--- src/design/sacc_pkg.sv ---
`default_nettype none
package sacc_pkg;

  // item field widths
  localparam int OPCODE_W = 2;
  localparam int ENC_W    = 13;
  localparam int RPM_W    = 16;
  localparam int TGT_W    = 32;
  localparam int CMD_W    = 16;
  localparam int MODE_W   = 2;
  localparam int POS_W    = 32;
  localparam int CFG_IDX_W = 3;
  localparam int CFG_DAT_W = 32;

  // defaults for the top level parameters
  localparam int ENC_PERIOD_DEF = 8192;
  localparam int HOLD_TICKS_DEF = 500;
  localparam int FRAC_BITS_DEF  = 16;

  // datapath widths
  localparam int GAIN_W   = 32;
  localparam int MAG_W    = 50;   // magnitude of any multiplier operand
  localparam int CAP_BITS = 40;   // products saturate at 2^40
  localparam int HP_SPLIT = 25;   // high-part split of the saturation test
  localparam int HP_LIMIT = 38;
  localparam int STATE_W  = 48;
  localparam int STALL_W  = 10;
  localparam int DIV_NUM_W = 64;
  localparam int DIV_DEN_W = 32;
  localparam int SQ_W     = 64;

  // opcodes
  localparam logic [OPCODE_W-1:0] OP_TICK    = 2'd0;
  localparam logic [OPCODE_W-1:0] OP_TARGET  = 2'd1;
  localparam logic [OPCODE_W-1:0] OP_ENABLE  = 2'd2;
  localparam logic [OPCODE_W-1:0] OP_DISABLE = 2'd3;

  // modes
  localparam logic [MODE_W-1:0] MODE_POS  = 2'd0;
  localparam logic [MODE_W-1:0] MODE_SPD  = 2'd1;
  localparam logic [MODE_W-1:0] MODE_HOME = 2'd2;
  localparam logic [MODE_W-1:0] MODE_BAD  = 2'd3;

  // register indexes
  localparam logic [CFG_IDX_W-1:0] REG_VEL_KP     = 3'd0;
  localparam logic [CFG_IDX_W-1:0] REG_VEL_KI     = 3'd1;
  localparam logic [CFG_IDX_W-1:0] REG_CUR_LIMIT  = 3'd2;
  localparam logic [CFG_IDX_W-1:0] REG_RAMP_STEP  = 3'd3;
  localparam logic [CFG_IDX_W-1:0] REG_POS_KP     = 3'd4;
  localparam logic [CFG_IDX_W-1:0] REG_POS_KD     = 3'd5;
  localparam logic [CFG_IDX_W-1:0] REG_POS_SPDLIM = 3'd6;
  localparam logic [CFG_IDX_W-1:0] REG_START_MODE = 3'd7;

  // register reset values
  localparam int CUR_LIM_W = 21;
  localparam logic [CUR_LIM_W-1:0] CUR_LIMIT_RST = 21'd1310720;
  localparam logic [31:0] RAMP_STEP_RST  = 32'd196608000;
  localparam logic [31:0] POS_SPDLIM_RST = 32'd16384000;

  // fixed constants of the loop
  localparam int HOMING_SPEED = 160;
  localparam int STALL_SPEED  = 2;
  localparam logic [31:0] RPM_DIVISOR = 32'd60000;
  localparam logic [31:0] RPM_ROUND   = 32'd30000;
  localparam logic [31:0] BRAKE_DIV   = 32'd5;
  localparam int CMD_SCALE_SHIFT = 12;
  localparam logic [CMD_W-1:0] CMD_MAX = 16'd16384;

endpackage
`default_nettype wire

--- src/design/sacc_mul.sv ---
`default_nettype none
// Shift-add multiplier, one gain bit per cycle. Gives the raw product and the
// saturated magnitude min(prod >> shift, 2^40).
module sacc_mul #(
  parameter int FRAC_BITS = sacc_pkg::FRAC_BITS_DEF
) (
  input  wire logic                          clk,
  input  wire logic                          rst_n,
  input  wire logic                          start,
  input  wire logic [sacc_pkg::GAIN_W-1:0]   gain,
  input  wire logic [sacc_pkg::MAG_W-1:0]    mag,
  input  wire logic                          shift_en,
  output logic                               done,
  output logic [63:0]                        raw,
  output logic [sacc_pkg::CAP_BITS:0]        sat
);
  import sacc_pkg::*;

  localparam int ACC_W = MAG_W + GAIN_W;
  localparam int HI_W  = MAG_W - HP_SPLIT + GAIN_W;
  localparam int CNT_W = $clog2(GAIN_W);
  localparam logic [ACC_W-1:0] CAP = ACC_W'(1) << CAP_BITS;

  logic [ACC_W-1:0]  a_r, acc_r;
  logic [HI_W-1:0]   ah_r, hacc_r;
  logic [GAIN_W-1:0] g_r;
  logic [CNT_W-1:0]  cnt_r;
  logic              run_r, done_r, shift_r;
  logic [ACC_W-1:0]  shifted;

  always_ff @(posedge clk) begin
    if (!rst_n) begin
      run_r  <= 1'b0;
      done_r <= 1'b0;
      cnt_r  <= '0;
    end else begin
      done_r <= 1'b0;
      if (start) begin
        a_r     <= ACC_W'(mag);
        ah_r    <= HI_W'(mag >> HP_SPLIT);
        g_r     <= gain;
        acc_r   <= '0;
        hacc_r  <= '0;
        shift_r <= shift_en;
        cnt_r   <= '0;
        run_r   <= 1'b1;
      end else if (run_r) begin
        if (g_r[0]) begin
          acc_r  <= acc_r + a_r;
          hacc_r <= hacc_r + ah_r;
        end
        a_r   <= a_r << 1;
        ah_r  <= ah_r << 1;
        g_r   <= g_r >> 1;
        cnt_r <= cnt_r + 1'b1;
        if (cnt_r == CNT_W'(GAIN_W - 1)) begin
          run_r  <= 1'b0;
          done_r <= 1'b1;
        end
      end
    end
  end

  always_comb begin
    shifted = shift_r ? (acc_r >> FRAC_BITS) : acc_r;
    if ((hacc_r >> HP_LIMIT) != '0 || shifted > CAP) begin
      sat = (CAP_BITS + 1)'(CAP);
    end else begin
      sat = shifted[CAP_BITS:0];
    end
  end

  assign raw  = acc_r[63:0];
  assign done = done_r;

endmodule
`default_nettype wire

--- config.mk ---
export PLATFORM = sky130hd
export DESIGN_NAME = sacc_mul
export DESIGN_NICKNAME = d
export VERILOG_FILES = /design/src/design/sacc_pkg.sv /design/src/design/sacc_mul.sv
export SDC_FILE = /design/constraint.sdc
export NUM_CORES = 1
export LEC_CHECK = 0
export BUFFER_PORTS_ARGS = -buffer_cell sky130_fd_sc_hd__buf_2
export CAP_MARGIN = 20
export CORE_MARGIN = 1.5
export CORE_UTILIZATION = 50
export DETAILED_ROUTE_END_ITERATION = 10
export GPL_TIMING_DRIVEN = 0
export PLACE_DENSITY_LB_ADDON = 0.3
export SYNTH_ARGS = -nofsm -noshare
export SYNTH_HDL_FRONTEND = slang
export SYNTH_SLANG_ARGS = --single-unit
--- constraint.sdc ---
create_clock -name clk -period 11.85 [get_ports clk]
set_input_delay 0.5925 -clock clk [delete_from_list [all_inputs] [get_ports clk]]
set_output_delay 0.5925 -clock clk [all_outputs]
set_load 0.02 [all_outputs]
After elaboration in Yosys (flattened, before gate mapping)
Index checks and enable logic that the tools add are counted.
{"block": "word_totals", "reg_bits": 318, "inputBits": 86, "output_inout_bits": 106, "elab_cells": 43}
{"block": "op_classes", "addsub": 3, "order_cmp": 1, "n_eq_ne": 1, "n_mux": 16, "n_bitwise": 2, "reduce_logical": 9}
{"operator": "$mux W82", "count": 4}
{"operator": "$mux W57", "count": 3}
{"operator": "$add A82 B82 Y82", "count": 1}
{"operator": "$gt A82 B41 Y1 const B", "count": 1}
{"operator": "$mux W32", "count": 2}
{"operator": "$add A57 B57 Y57", "count": 1}
{"operator": "$reduce_bool A57 Y1", "count": 1}
{"operator": "$mux W50", "count": 1}
{"operator": "$mux W41", "count": 1}
{"operator": "$mux W25", "count": 1}
{"operator": "$add A5 B1 Y5 const B", "count": 1}
{"operator": "$eq A5 B5 Y1 const B", "count": 1}
{"operator": "$mux W1", "count": 4}
{"operator": "$reduce_and A2 Y1", "count": 2}
{"operator": "$reduce_bool A2 Y1", "count": 2}
{"operator": "$reduce_and A3 Y1", "count": 1}
{"operator": "$reduce_or A3 Y1", "count": 1}
{"operator": "$not A1 Y1", "count": 2}
{"operator": "$reduce_or A2 Y1", "count": 1}
{"operator": "$logic_or A1 B1 Y1", "count": 1}

Longest topological paths before layout
{"block": "logic_depth", "word_depth": 4, "ltp_mapped": 13, "ltp_nobuf": 13}

Least setup slack after synthesis
OpenSTA, ideal clock, no wires.
{"block": "synth_timing", "kind": "input-to-reg", "start": "input port start", "end": "register acc_r[0], enable pin", "setup_time_ns": 0.655, "t_arrival_ns": 7.619, "required_time_ns": 11.195, "path_slack_ns": 3.577, "path_stages": 5, "n_path_buf": 3, "cell_sequence": "clkbuf_1 -> clkbuf_1 -> clkbuf_1 -> a21oi_1 -> nor2b_1"}
{"block": "synth_between", "elab_chain_cells": 2, "word_cells_on_any_way": 3, "cone_classes": "reduce/logical (3)"}
{"item": "start: declaration", "line": "sacc_mul.sv:9", "rtl": "input wire logic start,"}
{"item": "$reduce_bool A2 Y1 (no line)"}
{"item": "$reduce_and A3 Y1 (no line) (*)"}
{"item": "end signal: assignment", "line": "sacc_mul.sv:49", "rtl": "acc_r <= acc_r + a_r;"}
{"item": "end: declaration", "line": "sacc_mul.sv:24", "rtl": "logic [ACC_W-1:0] a_r, acc_r;"}
Mark *: on every way between the ends. The rest lies on a longest branch, timed or not.
A chain may end at the register's enable or synchronous reset.

Worst setup path in the final report
{"block": "layout_timing", "start": "register acc_r[0]", "end": "register acc_r[80], data pin"}
{"block": "layout_between", "elab_chain_cells": 3}
{"item": "$add A82 B82 Y82", "line": "sacc_mul.sv:49"}
{"item": "$mux W82", "line": "sacc_mul.sv:48", "rtl": "if (g_r[0]) begin"}
{"item": "$mux W82", "line": "sacc_mul.sv:47", "rtl": "end else if (run_r) begin"}
Every way passes these cells. The select of a mux whose other input is x is not followed.

==> metrics <==
outcome finished clean; row count 75; total gr overflow 0; Initial Utilization 0.509; Hold Crit Class primary input to flop; Slowest-stage cell, CP a21oi_1; transition time at the pin with the least slew margin 1120 ps; Vias/cell 5.87; first-pass GRT wire length 93700 um; cell family with most CP delay compound AO/OA/AOI/OAI gates; Die Area 0.0443 mm^2; Setup crit end kind flop; clock-pin slew on the worst setup and hold paths 70 ps; TNS Setup 0 ps; switching power 1.10 mW; final hold violations 0; post-layout min period 4310 ps; max_cap viols 0; Initial DRC Count 1421; PwrDens 143 mW/mm^2; vias in the first global route 17300; post-route setup slack roughly 7500 ps; Switching Fraction 0.314; Routed WL per cell 19.8 um; initial antenna violation count 1; diode count 0; Slew headroom 0.255; area grow syn2layout 14.1%; Layout Nets 2678; slowest stage delay, CP 660 ps; H-tree Lvls 2; commonest cells after routing, fill and taps aside edfxtp_1 (311), nor2_1 (251), buf_2 (193); WP data arrival between 4000 and 5000 ps; largest cells by area after synthesis edfxtp_1 (43%), ha_1 (8.1%), nor2_1 (4.4%), a21oi_1 (4.2%), o21ai_0 (3.3%); Async S/R FF share, synth 0; DRC violations left 0; via count 17700; clock network power share 0.329; Routed WL 59600 um; non-filler cells, final 3015; Critical path buffers and inverters 1; EDFF count, synth 311; core region area 0.0422 mm^2; TritonRoute pass-1 iters 6; Final Max Slew Viols 0; RSZ-0062 raised after global routing false; GP Congestion 0.980; Post-Syn Nets around 2400; Synth Cell Area 0.0215 mm^2; dpl hpwl 46000 um; crit-path max FO 8; Worst IR Drop VDD ~0.14 mV; Synth cell types 77; Clock Path Buffers 3; CTS resizes 0; Clk Latency, worst-skew pair 570 ps; largest net degree at the start of global routing between 60 and 70; num ports about 190; Sink Count 318; share of cells above drive strength 1 0.162; part of the power in registers 0.408; Syn Area/Cell about 10 um^2; Synth Register Bits ~320; period utilization 0.364; Layout Skew 21.3 ps; post-synthesis cell type with the largest combined area edfxtp_1; dpl ws 7720 ps; WP data required 12150 ps; root buf cell clkbuf_16; CTS buffer count 36; sequential-to-total area share from yosys stat 0.441; Int Pwr about 2.4 mW; leakage about 10 nW; fmax 0.232 GHz; Comb pwr share 0.262; chip width 210 um; top_reg_cell synth edfxtp_1; Final setup viols 0; Critical Path Source Type flop; CTS Hold Bufs 0; CTS tree built; cell count after synthesis 2214; Die Ht 210 um; PortBufs between 150 and 200; Post-CTS Setup Inserts 0; most common cell after layout, fill and taps aside edfxtp_1; critical path class flop to flop; CP Cell Sequence ha_1 -> inv_1 -> fa_1 -> nand2b_1 -> a21oi_1 -> o22ai_1 -> o21ai_1 -> a31oi_1 -> nor2_1 -> o21ai_1 -> a21oi_1 -> a211oi_1 -> a211o_1; Ys Warns 0; GRT Util Overall 0.269; final antenna-violating net count 0; placed instance count around 3000; share of Yosys cell area claimed by the top area cell type 0.434; fillers 3678
-- Yosys cell counts, types with 3 or more instances --
cell       count
nand4_1       45
a211o_1        8
o21bai_1      36
o21a_1        17
a2111oi_0      3
nand3_1       36
buf_4         65
ha_1         139
or2_2          4
or3_1          8
a21o_1        67
inv_1         93
or4_1          6
mux2i_1       41
o21ai_1        7
and3_1        16
a21oi_1      182
a41oi_1        4
a211oi_1      11
a221oi_1       9
dfxtp_1        7
nor2b_1       85
xor2_1        50
nor3_1        34
nand2b_1      11
a31o_2         4
o31ai_1       11
o211ai_1      11
and2_1        11
o21ai_0      142
clkbuf_1      87
nand2_1      161
nor3b_1        5
nor4_1        30
xnor2_1       71
nor2_1       251
edfxtp_1     311
mux2_2        59
buf_2          3
a21boi_0       4
a31oi_1       17
buf_1         11
-- kinds of logic after synthesis --
family / after synthesis / share of synthesized area
and+or+nand+nor: 715 / 0.158
AOI/OAI and AO/OA: 559 / 0.162
DFF: 318 / 0.441
buffers and inverters: 259 / 0.0567
adders and majority gates: 141 / 0.0827
xor gates and xnor gates: 121 / 0.0493
muxes: 101 / 0.0505
-- power by group through the flow --
stage	Clock (mW)	Combinational [mW]	Sequential (mW)
floorplan	0	0.691	1.43
global placement	0	0.879	1.47
detailed placement	0	0.906	1.46
CTS	1.18	0.913	1.44
global route	1.22	1.02	1.44
finish	1.16	0.922	1.44
-- final timing paths --
kind             from   endpoint  slack (ps)  cells after the start
min          shift_en    shift_r         220                      1
max          acc_r[0]  acc_r[80]        7540                     13
min reg2reg  cnt_r[4]   cnt_r[4]         520                      2
max reg2reg  acc_r[0]  acc_r[80]        7540                     13
-- routing by layer --
layer | part of all wire | up-vias | GRT usage
met1 | 0.44 | 8480 | 0.372
met5 | 0.00017 | - | 0
met2 | 0.46 | 625 | 0.428
li1 | - | 8499 | -
met3 | 0.073 | 106 | 0.0434
met4 | 0.030 | 2 | 0.0919
-- metrics by stage --
step	cell area [um^2]	hold WS [ps]	util	power (mW)
floorplan	21500	467	-	2.12
global placement	23100	482	0.548	2.35
detailed placement	23300	505	0.553	2.36
CTS	24500	192	0.581	3.53
global route	24500	199	0.581	3.68
finish	24500	215	0.581	3.52
-- layout make-up --
type	count	area, um^2	area share
multi-input combinational	1637	10800	0.441
clock inverter	15	230	0.00938
buffer	166	871	0.0355
timing repair buffer	199	1140	0.0467
inverter	93	349	0.0142
sequential	318	9480	0.386
tap	539	674	0.0275
clock buffer	48	966	0.0394
-- flip-flops by register name, summed over array words and instances, names as in the netlist --
name,count
shift_r,1
hacc_r,57
run_r,1
cnt_r,5
done,1
acc_r,82
g_r,32
a_r,82
ah_r,57
Note: power is estimated with default switching activity, not from simulation.
