**src/design/sacc_pkg.sv**
```systemverilog
`default_nettype none
package sacc_pkg;

  // item field widths
  localparam int OPCODE_W = 2;
  localparam int ENC_W    = 13;
  localparam int RPM_W    = 16;
  localparam int TGT_W    = 32;
  localparam int CMD_W    = 16;
  localparam int MODE_W   = 2;
  localparam int POS_W    = 32;
  localparam int CFG_IDX_W = 3;
  localparam int CFG_DAT_W = 32;

  // defaults for the top level parameters
  localparam int ENC_PERIOD_DEF = 8192;
  localparam int HOLD_TICKS_DEF = 500;
  localparam int FRAC_BITS_DEF  = 16;

  // datapath widths
  localparam int GAIN_W   = 32;
  localparam int MAG_W    = 50;   // magnitude of any multiplier operand
  localparam int CAP_BITS = 40;   // products saturate at 2^40
  localparam int HP_SPLIT = 25;   // high-part split of the saturation test
  localparam int HP_LIMIT = 38;
  localparam int STATE_W  = 48;
  localparam int STALL_W  = 10;
  localparam int DIV_NUM_W = 64;
  localparam int DIV_DEN_W = 32;
  localparam int SQ_W     = 64;

  // opcodes
  localparam logic [OPCODE_W-1:0] OP_TICK    = 2'd0;
  localparam logic [OPCODE_W-1:0] OP_TARGET  = 2'd1;
  localparam logic [OPCODE_W-1:0] OP_ENABLE  = 2'd2;
  localparam logic [OPCODE_W-1:0] OP_DISABLE = 2'd3;

  // modes
  localparam logic [MODE_W-1:0] MODE_POS  = 2'd0;
  localparam logic [MODE_W-1:0] MODE_SPD  = 2'd1;
  localparam logic [MODE_W-1:0] MODE_HOME = 2'd2;
  localparam logic [MODE_W-1:0] MODE_BAD  = 2'd3;

  // register indexes
  localparam logic [CFG_IDX_W-1:0] REG_VEL_KP     = 3'd0;
  localparam logic [CFG_IDX_W-1:0] REG_VEL_KI     = 3'd1;
  localparam logic [CFG_IDX_W-1:0] REG_CUR_LIMIT  = 3'd2;
  localparam logic [CFG_IDX_W-1:0] REG_RAMP_STEP  = 3'd3;
  localparam logic [CFG_IDX_W-1:0] REG_POS_KP     = 3'd4;
  localparam logic [CFG_IDX_W-1:0] REG_POS_KD     = 3'd5;
  localparam logic [CFG_IDX_W-1:0] REG_POS_SPDLIM = 3'd6;
  localparam logic [CFG_IDX_W-1:0] REG_START_MODE = 3'd7;

  // register reset values
  localparam int CUR_LIM_W = 21;
  localparam logic [CUR_LIM_W-1:0] CUR_LIMIT_RST = 21'd1310720;
  localparam logic [31:0] RAMP_STEP_RST  = 32'd196608000;
  localparam logic [31:0] POS_SPDLIM_RST = 32'd16384000;

  // fixed constants of the loop
  localparam int HOMING_SPEED = 160;
  localparam int STALL_SPEED  = 2;
  localparam logic [31:0] RPM_DIVISOR = 32'd60000;
  localparam logic [31:0] RPM_ROUND   = 32'd30000;
  localparam logic [31:0] BRAKE_DIV   = 32'd5;
  localparam int CMD_SCALE_SHIFT = 12;
  localparam logic [CMD_W-1:0] CMD_MAX = 16'd16384;

endpackage
`default_nettype wire

```
**src/design/sacc_div.sv**
```systemverilog
`default_nettype none
// Restoring divider, one quotient bit per cycle.
module sacc_div (
  input  wire logic                             clk,
  input  wire logic                             rst_n,
  input  wire logic                             start,
  input  wire logic [sacc_pkg::DIV_NUM_W-1:0]   num,
  input  wire logic [sacc_pkg::DIV_DEN_W-1:0]   den,
  output logic                                  done,
  output logic [sacc_pkg::DIV_NUM_W-1:0]        quo
);
  import sacc_pkg::*;

  localparam int CNT_W = $clog2(DIV_NUM_W);

  logic [DIV_NUM_W-1:0] n_r;
  logic [DIV_DEN_W-1:0] rem_r, d_r;
  logic [CNT_W-1:0]     cnt_r;
  logic                 run_r, done_r;
  logic [DIV_DEN_W:0]   trial;
  logic                 ge;

  assign trial = {rem_r, n_r[DIV_NUM_W-1]};
  assign ge    = trial >= {1'b0, d_r};

  always_ff @(posedge clk) begin
    if (!rst_n) begin
      run_r  <= 1'b0;
      done_r <= 1'b0;
      cnt_r  <= '0;
    end else begin
      done_r <= 1'b0;
      if (start) begin
        n_r   <= num;
        d_r   <= den;
        rem_r <= '0;
        cnt_r <= '0;
        run_r <= 1'b1;
      end else if (run_r) begin
        rem_r <= ge ? DIV_DEN_W'(trial - {1'b0, d_r}) : trial[DIV_DEN_W-1:0];
        n_r   <= {n_r[DIV_NUM_W-2:0], ge};
        cnt_r <= cnt_r + 1'b1;
        if (cnt_r == CNT_W'(DIV_NUM_W - 1)) begin
          run_r  <= 1'b0;
          done_r <= 1'b1;
        end
      end
    end
  end

  assign quo  = n_r;
  assign done = done_r;

endmodule
`default_nettype wire

```
**config.mk**
```make
export PLATFORM = sky130hd
export DESIGN_NAME = sacc_div
export DESIGN_NICKNAME = d
export VERILOG_FILES = /design/src/design/sacc_pkg.sv /design/src/design/sacc_div.sv
export SDC_FILE = /design/constraint.sdc
export NUM_CORES = 1
export LEC_CHECK = 0
export ABC_AREA = 0
export BUFFER_PORTS_ARGS = -buffer_cell sky130_fd_sc_hd__buf_2
export CORE_MARGIN = 3
export CORE_UTILIZATION = 55
export DETAILED_ROUTE_END_ITERATION = 8
export GPL_TIMING_DRIVEN = 0
export PLACE_DENSITY = 0.81
export SYNTH_ARGS = -nofsm -noshare
export SYNTH_HDL_FRONTEND = slang
export SYNTH_SLANG_ARGS = --single-unit
```
**constraint.sdc**
```tcl
create_clock -name clk -period 3.59 [get_ports clk]
set_input_delay 0 -clock clk [delete_from_list [all_inputs] [get_ports clk]]
set_output_delay 0 -clock clk [all_outputs]
set_load 0.05 [all_outputs]
```
# [Word level (Yosys, flattened, before mapping)]
# Index checks and enable logic that the tools add are counted.
[totals] out_inout_bits=65 register_bits=136 wordCells=25 in_bits=99 memories=0 mem_bits_rw=0 latchBits=0 romBits=0
[classes] n_bitwise=2 n_shift=0 reduce_logical=5 mul=0 add_sub_neg=2 n_div=0 n_mux=8 eq_ne=1 n_lt_le_gt_ge=1
[op_table] op="64-bit 2-to-1 mux" n=2
[op_table] op="32-bit 2-to-1 mux" n=2
[op_table] op="33-bit by 32-bit greater-or-equal comparator with 1-bit output" n=1
[op_table] op="32-bit subtractor" n=1
[op_table] op="6-bit by 1-bit adder with 6-bit output, second input constant" n=1
[op_table] op="6-bit == test, second input constant" n=1
[op_table] op="1-bit 2-to-1 mux" n=4
[op_table] op="2-bit AND reduction" n=2
[op_table] op="3-bit OR reduction" n=1
[op_table] op="1-bit inverter" n=2
[op_table] op="2-bit nonzero test" n=1
[op_table] op="2-bit OR reduction" n=1

# [Depth between registers and ports, before layout]
[depth] ltp_word=4 depth_mapped=13

# [Worst setup path before layout]
# OpenSTA, ideal clock, no wires.
[synth_timing] kind="register to register" startpoint="reg run_r" endpoint="reg n_r[0], in the netlist quo[0] (enable)" path_stages_with_launch=3 setup_slack_ns=0.351 t_arrival_ns=2.776 cell_sequence="dfxtp_1 -> clkbuf_1 -> o21a_1"
[synth_between] elab_chain_len=2
[synth_lines] element="from (decl)" line="sacc_div.sv:19" source="logic run_r, done_r;"
[synth_lines] element="from (signal assigned)" line="sacc_div.sv:28" source="run_r <= 1'b0;"
[synth_lines] element="from (signal assigned)" line="sacc_div.sv:38" source="run_r <= 1'b1;"
[synth_lines] element="from (signal assigned)" line="sacc_div.sv:44" source="run_r <= 1'b0;"
[synth_lines] element="2-bit nonzero test (no line)"
[synth_lines] element="2-bit AND reduction (no line)"
[synth_lines] element="to (signal assigned)" line="sacc_div.sv:34" source="n_r <= num;"
[synth_lines] element="to (signal assigned)" line="sacc_div.sv:41" source="n_r <= {n_r[DIV_NUM_W-2:0], ge};"
[synth_lines] element="to (decl)" line="sacc_div.sv:16" source="logic [DIV_NUM_W-1:0] n_r;"
# Every way passes these cells.
# A chain may end at the register's enable or synchronous reset.

# [Worst setup path in the final report]
[layout_timing] startpoint="reg n_r[63], in the netlist quo[63]" endpoint="reg rem_r[26], data pin"
[layout_between] elab_chain_len=3 word_cells_on_any_way=4 classes_between="1 x add/sub; 1 x order compare; 2 x mux"
[layout_lines] element="32-bit subtractor or 33-bit by 32-bit greater-or-equal comparator with 1-bit output (tied branches)" line="sacc_div.sv:40, sacc_div.sv:24"
[layout_lines] element="32-bit 2-to-1 mux (*)" line="sacc_div.sv:40" source="rem_r <= ge ? DIV_DEN_W'(trial - {1'b0, d_r}) : trial[DIV_DEN_W-1:0];"
[layout_lines] element="32-bit 2-to-1 mux (*)" line="sacc_div.sv:39" source="end else if (run_r) begin"
[layout_lines] element="to (signal assigned)" line="sacc_div.sv:40"
[layout_lines] element="to (decl)" line="sacc_div.sv:17" source="logic [DIV_DEN_W-1:0] rem_r, d_r;"
# Every way passes the cells marked *; elsewhere a longest branch is shown, timed or not. The select of a mux whose other input is x is not followed.

==> flow_summary.ini <==
[status]
status = completed

[synthesis]
syn-num-nets = 755
netlist_area_um2 = 7466
synth_ff_type = edfxtp_1
avgSynthCellArea_um2 = 12.00
synth_edf_count = 128
synth-seq-cells = 136
ys_warn_count = 0
ys_seq_area_share_pct = 53.63
syn_inst = 622
synthArstFlopShare_pct = 0
synth_cell_types = 64

[critical_path]
worst-path-buf-inv = 1
path_max_fanout = 4
critPathKind = reg2reg
critPathTopFamily = compound AO/OA/AOI/OAI gates
critPathSlowestCell = o31ai_2
crit_path_end_kind = flip-flop
slowest_delay_ns = 0.54
critical_path_arrival_ns = 3.62
cp-start-kind = flip-flop
cp_common_cell = a21oi_1
worstPathRequired_ns = 3.75
crit_chain = inv_1 -> ha_1 -> fa_1 -> and2b_1 -> o2111ai_1 -> a21oi_1 -> a21oi_1 -> o31ai_2 -> a21oi_1 -> o31ai_1 -> a21oi_1

[cts]
cts_hold_buf = 96
cts_setup_buffers = 0
cts-root-buf = clkbuf_16
cts_resized = 0
clock_latency_ns = 0.43
cts_max_level = 4
clkTransAtPathRegs_ns = 0.06
cts_num_sinks = 136
cts_buffer_depth = 2
cts_tree = done
cts_buffers = 17

[floorplanning]
die_y_um = 122.5
dieArea_um2 = 15010
rows = 41
top_level_ports = 164
core_area_um2 = 12930
die_w_um = 122.5
start_util_pct = 57.75

[cells_and_area]
multi_input_area_um2 = 3151
fin_area_um2 = 10110
nFillCells = 794
diodes = 0
ff_latch_area_um2 = 4004
fin_nets = 1034
drive_above_1_share_pct = 30.53
area_growth_pct = 35.38
final_util_pct = 78.18

[timing]
skew_ns = 0.01367
maxSlewViolCount = 0
rsz0062_at_grt = false
min_period_ns = 3.466
final_hold_viol_count = 0
setup_viol = 0
max_slew_margin_pct = 46.95
whs_ns = 0.05186
clock.fmax_ghz = 0.2885
worst_slew_pin_slew_ns = 0.7958
finalCritPeriodShare_pct = 96.55
worst_slack_ns = 0.1240

[place]
place_hpwl_um = 12900
port-buffer-count = 163
placed_area_um2 = 8533
routabilityCongestion = 0.9080
dp_slack_ns = 0.3059

[drt]
drt-total-wl_um = 22600
vias = 6329
dr.pass1.iters = 6
via_per_inst = 5.828
route.detailed.drc = 0
postRouteAntennaNets = 0
post_drt_wl_per_cell_um = 20.81
drt-initial-drc-count = 688

[power]
power_leakage_nw = 4.362
p_seq_share_pct = 38.2
power_frac_clock_pct = 36.5
swShare_pct = 31.24
power_frac_comb_pct = 25.3
internal-power_mw = 3.529
ir_drop_uv = 391.6
power.density_nw_per_um2 = 507.8
p_sw_mw = 1.603

[global_routing]
grt_pass1_wl_um = 34740
grt_pass1_vias = 6640
track_usage_pct = 30.59
grt_most_used_layer = met2
antenna_found_initial = 0
overflow = 0
met2_usage_pct = 55.48
met1_usage_pct = 33.86
met3_usage_pct = 6.774
grt_start_max_net_pins = 70

[flow_run]
drv_cap = 0

[hold_path]
hold_path_class = in2reg
layer usage:
layer / up-vias / part of all wire, %
li1: 2872 / -
met1: 3022 / 36
met2: 353 / 53
met3: 82 / 6.5
met4: 0 / 4.8
met5: - / 0
cell usage in the layout, fill, tap and decap left out, types with 6 or more instances in the layout:
cell type	n
buf_2	166
edfxtp_1	128
dlygate4sd3_1	96
mux2_2	63
nor2_1	54
inv_1	42
nand2_1	33
ha_1	33
a21oi_1	31
mux2i_1	24
a21o_1	21
clkbuf_1	20
clkbuf_16	17
o21ai_0	16
xor2_1	14
nand3_1	13
xnor2_1	13
nand4_1	11
dfxtp_1	8
o21ai_1	6
o21a_1	6
or3_1	6
per-stage QoR:
stage / total power [mW] / setup TNS, ns / std cells
after global placement: 3.097 / -57.69 / 957
after global routing: 5.302 / 0 / 1086
after detailed placement: 3.137 / 0 / 958
final: 5.132 / 0 / 1086
after floorplan: 2.854 / 0 / 622
after CTS: 5.060 / 0 / 1086
cells in the mapped netlist (all sizes together), types with 6 or more instances:
cell type / count / share of area (%)
o21ai: 22 / 1.5
o21a: 7 / 0.70
a21oi: 32 / 2.2
edfxtp: 128 / 51
mux2i: 24 / 3.2
dfxtp: 8 / 2.1
xor2: 14 / 1.6
ha: 33 / 5.5
nand4: 11 / 0.92
nor2: 54 / 2.7
inv: 42 / 2.1
mux2: 64 / 9.7
nand3: 13 / 0.87
buf: 10 / 1.1
a21o: 21 / 2.1
nand2: 33 / 1.7
or3: 6 / 0.50
xnor2: 13 / 1.5
clkbuf: 21 / 1.1
power by group through the flow:
stage	clock [mW]	combinational, mW	sequential (mW)
floorplan	0	0.720	2.13
global placement	0	1.11	1.98
detailed placement	0	1.16	1.98
CTS	1.86	1.25	1.95
global route	1.93	1.40	1.97
finish	1.87	1.30	1.96
final cells by class:
type                    instances  share of cell area (%)
inverters                      42                   1.560
multi-input cells             413                   31.17
clock buffers                  17                   4.209
repair buffers                260                   17.85
plain buffers                  31                   1.609
well taps                     172                   2.129
clock inverters                15                   1.857
flip-flops and latches        136                   39.61
kinds of logic after synthesis:
kind of cell,synth area share (%)
and+or+nand+nor,9.100
AOI/OAI and AO/OA,11.09
DFF,53.63
adders and majority gates,5.799
muxes,12.92
buffers and inverters,4.290
xor gates and xnor gates,3.167
sequential cells by signal, indices dropped and copies added, names as in the netlist:
| register | count |
|---|---|
| done | 1 |
| d_r | 32 |
| quo | 64 |
| run_r | 1 |
| cnt_r | 6 |
| rem_r | 32 |
path summary, 6_finish.rpt:
path,start,to,slack [ns],cells after the start
min reg2reg,cnt_r[5]$_SDFFE_PP0P_,cnt_r[5]$_SDFFE_PP0P_,0.53,2
max reg2reg,quo[63]$_DFFE_PP_,rem_r[26]$_SDFFCE_PP0P_,0.12,11
min,rst_n,cnt_r[5]$_SDFFE_PP0P_,0.05,3
max,quo[63]$_DFFE_PP_,rem_r[26]$_SDFFCE_PP0P_,0.12,11
tightest hold or removal path, stage by stage:
cell and delay, ns:
buf_2 0.13, nand2_1 0.23, a21oi_1 0.07
(Power assumes the default switching activity.)
