## config.mk

```make
export PLATFORM = sky130hd
export DESIGN_NAME = sacc_sqrt
export DESIGN_NICKNAME = d
export VERILOG_FILES = /design/src/design/sacc_pkg.sv /design/src/design/sacc_sqrt.sv
export SDC_FILE = /design/constraint.sdc
export NUM_CORES = 1
export LEC_CHECK = 0
export ABC_CLOCK_PERIOD_IN_PS = 10900
export BUFFER_PORTS_ARGS = -buffer_cell sky130_fd_sc_hd__buf_4
export CORE_MARGIN = 2
export CORE_UTILIZATION = 63
export DETAILED_ROUTE_END_ITERATION = 16
export PLACE_DENSITY_LB_ADDON = 0.05
export SLEW_MARGIN = 20
export SYNTH_ARGS = -nofsm -noshare
export SYNTH_HDL_FRONTEND = slang
export SYNTH_SLANG_ARGS = --single-unit
```

## constraint.sdc

```tcl
create_clock -name clk -period 10.9 [get_ports clk]
set_input_delay 1.09 -clock clk [delete_from_list [all_inputs] [get_ports clk]]
set_output_delay 1.09 -clock clk [all_outputs]
set_load 0.1 [all_outputs]
```

## src/design/sacc_pkg.sv

```systemverilog
`default_nettype none
package sacc_pkg;

  // item field widths
  localparam int OPCODE_W = 2;
  localparam int ENC_W    = 13;
  localparam int RPM_W    = 16;
  localparam int TGT_W    = 32;
  localparam int CMD_W    = 16;
  localparam int MODE_W   = 2;
  localparam int POS_W    = 32;
  localparam int CFG_IDX_W = 3;
  localparam int CFG_DAT_W = 32;

  // defaults for the top level parameters
  localparam int ENC_PERIOD_DEF = 8192;
  localparam int HOLD_TICKS_DEF = 500;
  localparam int FRAC_BITS_DEF  = 16;

  // datapath widths
  localparam int GAIN_W   = 32;
  localparam int MAG_W    = 50;   // magnitude of any multiplier operand
  localparam int CAP_BITS = 40;   // products saturate at 2^40
  localparam int HP_SPLIT = 25;   // high-part split of the saturation test
  localparam int HP_LIMIT = 38;
  localparam int STATE_W  = 48;
  localparam int STALL_W  = 10;
  localparam int DIV_NUM_W = 64;
  localparam int DIV_DEN_W = 32;
  localparam int SQ_W     = 64;

  // opcodes
  localparam logic [OPCODE_W-1:0] OP_TICK    = 2'd0;
  localparam logic [OPCODE_W-1:0] OP_TARGET  = 2'd1;
  localparam logic [OPCODE_W-1:0] OP_ENABLE  = 2'd2;
  localparam logic [OPCODE_W-1:0] OP_DISABLE = 2'd3;

  // modes
  localparam logic [MODE_W-1:0] MODE_POS  = 2'd0;
  localparam logic [MODE_W-1:0] MODE_SPD  = 2'd1;
  localparam logic [MODE_W-1:0] MODE_HOME = 2'd2;
  localparam logic [MODE_W-1:0] MODE_BAD  = 2'd3;

  // register indexes
  localparam logic [CFG_IDX_W-1:0] REG_VEL_KP     = 3'd0;
  localparam logic [CFG_IDX_W-1:0] REG_VEL_KI     = 3'd1;
  localparam logic [CFG_IDX_W-1:0] REG_CUR_LIMIT  = 3'd2;
  localparam logic [CFG_IDX_W-1:0] REG_RAMP_STEP  = 3'd3;
  localparam logic [CFG_IDX_W-1:0] REG_POS_KP     = 3'd4;
  localparam logic [CFG_IDX_W-1:0] REG_POS_KD     = 3'd5;
  localparam logic [CFG_IDX_W-1:0] REG_POS_SPDLIM = 3'd6;
  localparam logic [CFG_IDX_W-1:0] REG_START_MODE = 3'd7;

  // register reset values
  localparam int CUR_LIM_W = 21;
  localparam logic [CUR_LIM_W-1:0] CUR_LIMIT_RST = 21'd1310720;
  localparam logic [31:0] RAMP_STEP_RST  = 32'd196608000;
  localparam logic [31:0] POS_SPDLIM_RST = 32'd16384000;

  // fixed constants of the loop
  localparam int HOMING_SPEED = 160;
  localparam int STALL_SPEED  = 2;
  localparam logic [31:0] RPM_DIVISOR = 32'd60000;
  localparam logic [31:0] RPM_ROUND   = 32'd30000;
  localparam logic [31:0] BRAKE_DIV   = 32'd5;
  localparam int CMD_SCALE_SHIFT = 12;
  localparam logic [CMD_W-1:0] CMD_MAX = 16'd16384;

endpackage
`default_nettype wire

```

## src/design/sacc_sqrt.sv

```systemverilog
`default_nettype none
// Floor square root, two radicand bits per cycle.
module sacc_sqrt (
  input  wire logic                        clk,
  input  wire logic                        rst_n,
  input  wire logic                        start,
  input  wire logic [sacc_pkg::SQ_W-1:0]   x,
  output logic                             done,
  output logic [sacc_pkg::SQ_W/2-1:0]      root
);
  import sacc_pkg::*;

  logic [SQ_W-1:0] x_r, res_r, bit_r;
  logic            run_r, done_r;
  logic [SQ_W:0]   trial;
  logic            ge;

  assign trial = {1'b0, res_r} + {1'b0, bit_r};
  assign ge    = {1'b0, x_r} >= trial;

  always_ff @(posedge clk) begin
    if (!rst_n) begin
      run_r  <= 1'b0;
      done_r <= 1'b0;
    end else begin
      done_r <= 1'b0;
      if (start) begin
        x_r   <= x;
        res_r <= '0;
        bit_r <= SQ_W'(1) << (SQ_W - 2);
        run_r <= 1'b1;
      end else if (run_r) begin
        if (ge) begin
          x_r   <= x_r - trial[SQ_W-1:0];
          res_r <= (res_r >> 1) + bit_r;
        end else begin
          res_r <= res_r >> 1;
        end
        bit_r <= bit_r >> 2;
        if (bit_r[0]) begin
          run_r  <= 1'b0;
          done_r <= 1'b1;
        end
      end
    end
  end

  assign root = res_r[SQ_W/2-1:0];
  assign done = done_r;

endmodule
`default_nettype wire

```

# Word level (Yosys, flattened, before mapping)
# Cells that the tools add are included.
# word_totals
regBits,162
out_inout_bits,33
elab_cells,26
# op_classes
n_addsub,3
order_cmp,1
mux,10
bitwise,2
n_reduce_logical,5
# ops
cell,count
$mux 64,5
$add 64x63->65,1
$ge 64x65->1,1
$add 63x63->64,1
$sub 64x64->64,1
$mux 63,1
$mux 1,4
$reduce_bool 2->1,2
$reduce_and 3->1,1
$reduce_or 3->1,1
$not 1->1,2
$reduce_and 2->1,1

# Depth between registers and ports, before layout
# Gate-level depths: netlist of run 1.
# logic_depth
ltp_word,5
depth_mapped,27
mapped_depth_nobuf,25

# Worst setup path after synthesis of run 1
# Ideal clock, no wire load.
# synth_path
path_kind,flip-flop to flip-flop
start,reg bit_r[0]
end,"reg x_r[0], enable pin"
arrival_time_ns,7.340
t_required_ns,10.414
setup_slack_ns,3.074
stages_incl_launch_ff,28
period_less_slack_ns,7.826
cell_sequence,edfxtp_1 -> ha_1 -> ha_1 -> a211oi_1 -> o31ai_2 -> nand2_1 -> a21oi_1 -> o22a_1 -> nor2b_1 -> a22oi_1 -> nand2b_1 -> a21oi_1 -> o21ai_0 -> xor2_1 -> ha_1 -> and3_1 -> and3_1 -> nand3_1 -> nand4b_1 -> nor2b_1 -> nor3_1 -> a21oi_1 -> o2111ai_1 -> a21oi_1 -> buf_6 -> buf_4 -> nor2_1 -> nor2_1
# synth_between
elab_chain_cells,4
# synth_rtl
element,line,text
start: declaration,sacc_sqrt.sv:13,"logic [SQ_W-1:0] x_r, res_r, bit_r;"
start signal: assignment,sacc_sqrt.sv:30,bit_r <= SQ_W'(1) << (SQ_W - 2);
start signal: assignment,sacc_sqrt.sv:39,bit_r <= bit_r >> 2;
$add 64x63->65,sacc_sqrt.sv:18,"assign trial = {1'b0, res_r} + {1'b0, bit_r};"
$ge 64x65->1,sacc_sqrt.sv:19,"assign ge = {1'b0, x_r} >= trial;"
$reduce_bool 2->1 (no line),-,
$reduce_and 3->1 (no line),-,
end signal: assignment,sacc_sqrt.sv:34,x_r <= x_r - trial[SQ_W-1:0];
end: declaration,sacc_sqrt.sv:13,
# Every way passes these cells.
# A chain may end at the register's enable or synchronous reset.

# Worst setup path after layout of run 1
# layout_path
start,reg res_r[8]
end,reg res_r[31] (data pin)
# layout_between
elab_chain_cells,4
# layout_rtl
element,line,text
start: declaration,sacc_sqrt.sv:13,
start signal: assignment,sacc_sqrt.sv:35,res_r <= (res_r >> 1) + bit_r;
start signal: assignment,sacc_sqrt.sv:37,res_r <= res_r >> 1;
$add 64x63->65,sacc_sqrt.sv:18,
$ge 64x65->1,sacc_sqrt.sv:19,
$mux 64 (*),sacc_sqrt.sv:33,if (ge) begin
$mux 64 (*),sacc_sqrt.sv:32,end else if (run_r) begin
# Every way passes the cells marked *; elsewhere a longest branch is shown, timed or not. The select of a mux whose other input is x is not followed.

==> reports/results.txt, run 1 <==
Setup TNS Final -> 0 ps
Skew-Pair Late Insertion Delay -> 440 ps
WS Path Type -> flop to flop
row count -> 56
Clock Pin Slew Worst Setup and Hold Paths -> 80 ps
Die Ht -> 157 um
Pleak -> 0.00624 uW
buffer levels on the longest clock path -> 2
Final Cycle Share -> 65.0%
DIE AREA -> 0.0248 mm2
final clock skew -> 16.8 ps
max_cap viols -> 0
Worst EP required -> 11080 ps
Routed Antenna Nets -> 0
drt total wl -> 39700 um
Area contributors post-synth -> edfxtp_1 32%, ha_1 11%, xor2_1 5.3%, nand2_1 4.6%, o21ai_0 4.1%
CP Max Fanout -> 50
Initial DRT Pass Iterations -> 6
most frequent cell after synthesis -> nand2_1
min cycle time layout -> 7090 ps
FMAX -> 0.141 GHz
Die X -> 157 um
post-CTS setup repair buffer count -> 0
FFs w/ async S/R, synth -> 0%
Hold Violations, Final -> 0
# setup viols final -> 0
Critical Path Start Type -> flop
status -> completed
ys flop type -> edfxtp_1
ANT cells -> 0
hpwl dp -> 29500 um
sequential share of the synthesized area -> 32.7%
switch share -> 41.6%
Comb pwr share -> 46.4%
final core utilization -> 69.3%
most frequent cells after synthesis -> 182 x nand2_1, 160 x edfxtp_1, 141 x nor2_1, 130 x ha_1, 121 x o21ai_0
YS warnings -> 0
total nets after synthesis -> 1878
nets@finish -> 1913
Worst Hold Class -> flop to flop
hold_buf cts -> 0
Synth Cell Area -> 0.0148 mm2
GP Congestion -> 0.948
clk sinks -> 162
antenna violations before repair -> 0
GRT Total Usage -> 31.9%
gr ovfl total -> 0
wire per inst -> 19.4 um
CTS tree -> built
R2R depth -> 26
Netlist cell types -> 77
ratio of cells with drive above 1 in the final layout -> 11.6%
vias in the first global route -> 11996
routed vias -> 13010
RSZ-0062 raised after global routing -> no
CP endpoint kind -> flop
Clock power frac -> 22.2%
Hold Crit Depth -> 1
Starting DRT DRC Count -> 1258
Reg power frac -> 31.4%
Max-slew headroom -> 37.7%
Critical Path AT -> 7270 ps
# IOs -> 100
Post-Synthesis Cells -> 1680
cell taking the most area after synthesis -> edfxtp_1
P_int -> 1580 uW
I/O Buffers -> 99
fillers -> 1941
number of synthesized register bits -> 162
Post-synth EDFFs -> 160
area share of the largest cell type after synthesis -> 32.4%
PwrDens -> 168 mW/mm2
drt drc -> 0
initial core utilization -> 63.7%
H-tree depth -> 4
Avg Vias per Cell -> 6.36
clk root buf -> clkbuf_16
global-route wire length before repair -> 62300 um
pin count of the biggest net entering global routing -> 97
Tightest Pin Transition -> 933 ps
CTS Buf Count -> 17
Peak VDD IR -> 0.106 mV
area grow syn2layout -> 8.71%
Synth Area per Inst -> 8.82 um2
NetSw -> 1120 uW
post-CTS sizing -> 0
Slew Limit Fails -> 0
CORE AREA -> 0.0233 mm2
[worst max-delay path, cell delays in order (launching register included)]
cell and delay (ps):
edfxtp_1 500, ha_1 410, nand4_1 200, o31ai_2 430, nand2_1 130, a21oi_1 170
o22a_1 180, nor2b_1 190, a22oi_1 130, nand2b_1 200, a21oi_1 160, o21ai_0 110
xor2_1 180, ha_1 390, and3_1 230, and3_1 230, nand3_1 100, nand4b_1 140
nor2b_1 270, nor3_1 110, a21oi_1 270, o2111ai_1 270, a21oi_4 190, buf_4 450
buf_4 610, o21ai_1 180, mux2_1 350
[metrics by stage]
stage / hold slack (ps) / area [um2] / power, uW / instances / setup slack (ps)
finish: 491 / 16100 / 2700 / 2047 / 3810
global route: 501 / 16100 / 2850 / 2047 / 3430
CTS: 487 / 16100 / 2680 / 2047 / 3970
detailed placement: 467 / 15600 / 2080 / 2015 / 4120
global placement: 471 / 15600 / 2060 / 2015 / 4290
floorplan: 447 / 14800 / 1810 / 1680 / 3070
[cell usage in the layout (no fill, tap or decap), types with 28 or more instances in the layout]
cell type	count
inv_1	32
a31oi_1	62
a21oi_1	110
o21bai_1	28
xor2_1	90
a211oi_2	28
ha_1	130
xnor2_1	60
nand4_1	35
o21ai_1	32
nand2_1	182
a21o_1	39
edfxtp_1	160
nor2_1	140
nor2b_1	62
o21ai_0	121
buf_4	106
[per-layer routing]
layer | global-route usage, % | share of wire, % | routed length (um) | vias up
li1 | - | - | - | 6328
met1 | 43.7 | 44 | 17600 | 6111
met2 | 52.3 | 46 | 18400 | 493
met3 | 3.03 | 6.1 | 2430 | 78
met4 | 12.1 | 3.1 | 1240 | 0
met5 | 0 | 0 | 0 | -
[cells by family after synthesis]
kind of cell	synth area share, %
multiplexers	0.498
AO/OA/AOI/OAI	24.7
adder cells (fa/ha/maj)	11.1
AND/OR/NAND/NOR	18.0
flip-flops	32.7
buffers and inverters	4.18
XOR/XNOR	8.86
[worst paths after layout]
check / start / slack, ps / to
setup reg to reg: res_r[8] / 3810 / res_r[31]
hold reg to reg: run_r / 490 / done
setup / recovery: res_r[8] / 3810 / res_r[31]
hold / removal: run_r / 490 / done
[area by class of cell]
cell class	count	area, um2	share of cell area [%]
flip-flops and latches	162	4840	30.1
clock inverters	13	125	0.776
multi-input cells	1394	9380	58.2
well taps	319	399	2.48
repair buffers	107	810	5.02
inverters	33	125	0.776
clock buffers	19	433	2.69
[power by group through the flow]
stage	combinational [uW]	clock [uW]	sequential [uW]
4_1_cts	1240	603	846
6_report	1250	601	848
3_3_place_gp	1210	0	857
5_1_grt	1370	625	855
2_1_floorplan	979	0	835
3_5_place_dp	1220	0	859
[flip-flops by register name (all words and copies together) (netlist names)]
name	count
bit_r	32
done	1
res_r	64
run_r	1
x_r	64
Power figures use the tool's default switching activity.
==> run 2, diff against run 1 <==
--- a/config.mk
+++ b/config.mk
@@ -5,7 +5,7 @@
 export SDC_FILE = /design/constraint.sdc
 export NUM_CORES = 1
 export LEC_CHECK = 0
-export ABC_CLOCK_PERIOD_IN_PS = 10900
+export ABC_CLOCK_PERIOD_IN_PS = 7200
 export BUFFER_PORTS_ARGS = -buffer_cell sky130_fd_sc_hd__buf_4
 export CORE_MARGIN = 2
 export CORE_UTILIZATION = 63
==> constraint.sdc (replaced) <==
create_clock -name clk -period 7.2 [get_ports clk]
set_input_delay 0.72 -clock clk [delete_from_list [all_inputs] [get_ports clk]]
set_output_delay 0.72 -clock clk [all_outputs]
set_load 0.1 [all_outputs]
==> reports/results.txt, run 2 (synthesized netlist as in run 1, its figures left out) <==
Skew-Pair Late Insertion Delay -> 450 ps (about the same)
RSZ-0062 raised after global routing -> no
routed vias -> 13020 (+0.077%)
post-CTS sizing -> 0 (unchanged)
hpwl dp -> 29100 um (-1.1%)
Critical Path Start Type -> flop
Final Cycle Share -> 90.0% (+25 points)
WS Path Type -> flop to flop
PwrDens -> 252 mW/mm2 (+50%)
# IOs -> 100 (unchanged)
initial core utilization -> 63.7% (unchanged)
Starting DRT DRC Count -> 1125 (-11%)
hold_buf cts -> 0 (unchanged)
register area -> 0.00484 mm2 (unchanged)
wire per inst -> 19.2 um (-0.76%)
CTS Buf Count -> 17 (unchanged)
buffer levels on the longest clock path -> 2 (unchanged)
CP endpoint kind -> flop
drt total wl -> 39400 um (-0.76%)
Hold Crit Depth -> 1 (unchanged)
CP max stage cell -> edfxtp_1
# setup viols final -> 0 (unchanged)
GP Congestion -> 0.964 (+1.7%)
hold path startpoint -> run_r
area grow syn2layout -> 8.76% (about the same)
Peak VDD IR -> 0.133 mV (+25%)
Routed Antenna Nets -> 0 (unchanged)
Max-slew headroom -> 36.6% (-1.1 points)
max_cap viols -> 0 (unchanged)
Crit path max-delay family -> compound AO/OA/AOI/OAI gates
pin count of the biggest net entering global routing -> 97 (unchanged)
post-CTS setup repair buffer count -> 0 (unchanged)
Final Cell Area -> 0.0161 mm2 (about the same)
clk sinks -> 162 (unchanged)
Clock Pin Slew Worst Setup and Hold Paths -> 70 ps (about the same)
Tightest Pin Transition -> 951 ps (+18.2 ps)
I/O Buffers -> 99 (unchanged)
GRT Total Usage -> 31.6% (-0.25 points)
FMAX -> 0.154 GHz (+9.4%)
nets@finish -> 1913 (unchanged)
Worst Hold Class -> flop to flop
Buffers & Inverters on Critical Path -> 1 (-1)
min cycle time layout -> 6480 ps (-608 ps)
DIE AREA -> 0.0248 mm2 (unchanged)
CP startpoint -> res_r[6]
ratio of cells with drive above 1 in the final layout -> 11.8% (+0.17 points)
Initial DRT Pass Iterations -> 5 (-1)
dpl cell area -> 0.0156 mm2 (about the same)
Largest regs -> res_r: 64 flops, x_r: 64 flops, bit_r: 32 flops
Avg Vias per Cell -> 6.36 (about the same)
global-route wire length before repair -> 61800 um (-0.74%)
Setup TNS Final -> 0 ps (unchanged)
Hold Violations, Final -> 0 (unchanged)
Pleak -> 0.00625 uW (+0.15%)
final clock skew -> 17.0 ps (+0.216 ps)
row count -> 56 (unchanged)
gr ovfl total -> 0 (unchanged)
Slew Limit Fails -> 0 (unchanged)
drt drc -> 0 (unchanged)
CORE AREA -> 0.0233 mm2 (unchanged)
max incr delay on CP -> 510 ps (-100 ps)
Die Ht -> 157 um (unchanged)
R2R depth -> 23 (-12%)
CTS tree -> built
clk root buf -> clkbuf_16
area of the multi-input gates -> 0.00938 mm2 (unchanged)
RR Startpoint -> res_r[6]
Die X -> 157 um (unchanged)
status -> completed
CP cell instances -> ha_1 -> nand4_1 -> o31ai_2 -> a31oi_1 -> o21ba_2 -> o31ai_1 -> a21bo_2 -> a31o_2 -> nand4_1 -> a21oi_1 -> o21ai_0 -> xor2_1 -> ha_1 -> a21o_1 -> a21o_1 -> a21oi_1 -> o21ai_0 -> or3_1 -> o2111ai_1 -> a21o_1 -> buf_4 -> or3_1 -> a21oi_1
Critical Path AT -> 6630 ps (-640 ps)
flop2flop setup slack -> 720 ps (-3090 ps)
vias in the first global route -> 12104 (+0.90%)
commonest non-fill, non-tap cell in the layout -> nand2_1
worst hold endpoint -> done
ANT cells -> 0 (unchanged)
H-tree depth -> 4 (unchanged)
most frequent cells in the layout -> 182 x nand2_1, 160 x edfxtp_1, 140 x nor2_1
fillers -> 1968 (+1.4%)
reg-to-reg endpoint -> res_r[35]
Worst EP required -> 7350 ps (-3730 ps)
CP Max Fanout -> 20 (-60%)
antenna violations before repair -> 0 (unchanged)
run 2: cell types whose count changed in the layout (fill, tap and decap cells not counted):
cell and change:
clkbuf_1 -2, clkinv_2 +2, buf_12 +1, buf_4 -1
bufinv_16 -1, clkinv_1 -1, clkinv_4 +1, clkinv_8 +1
clkinvlp_4 -1, inv_6 +1
run 2: power by group:
| part | total, uW | switching [uW] | internal (uW) |
|---|---|---|---|
| Combinational | 1890 | 1170 | 723 |
| Sequential | 1280 | 98.6 | 1180 |
| Clock | 892 | 440 | 452 |
| Total | 4070 | 1710 | 2360 |
run 2: area by class of cell:
type	count	area share, %
multi-input cells	1394	58.2
flip-flops and latches	162	30.0
repair buffers	107	5.10
clock buffers	17	2.64
well taps	319	2.48
clock inverters	15	0.791
inverters	33	0.776
run 2: layer usage:
layer / part of all wire, % / vias to the layer above / global-route usage (%) / routed length (um)
met5: 0 / - / 0 / 0
met4: 3.5 / 0 / 12.7 / 1370
met3: 7.0 / 95 / 5.75 / 2760
met2: 46 / 491 / 51.7 / 18100
met1: 44 / 6103 / 41.4 / 17200
li1: - / 6331 / - / -
run 2: how the worst max path moves through the flow:
stage	end	slack (ps)	cells past startpoint
after floorplan	x_r[0]	440	27
after global placement	res_r[29]	1040	23
after detailed placement	res_r[35]	810	23
after CTS	res_r[35]	780	23
after global routing	res_r[35]	290	23
final	res_r[35]	720	23
run 2: metrics by stage:
step                      worst slack [ps]  cells  util (%)  hold slack [ps]  total power, uW
after global placement                1040   2015      66.9              478             3120
after floorplan                        444   1680         -              447             2740
after global routing                   294   2047      69.3              496             4300
after CTS                              783   2047      69.3              486             4050
after detailed placement               810   2015      66.9              460             3160
final                                  723   2047      69.3              489             4070
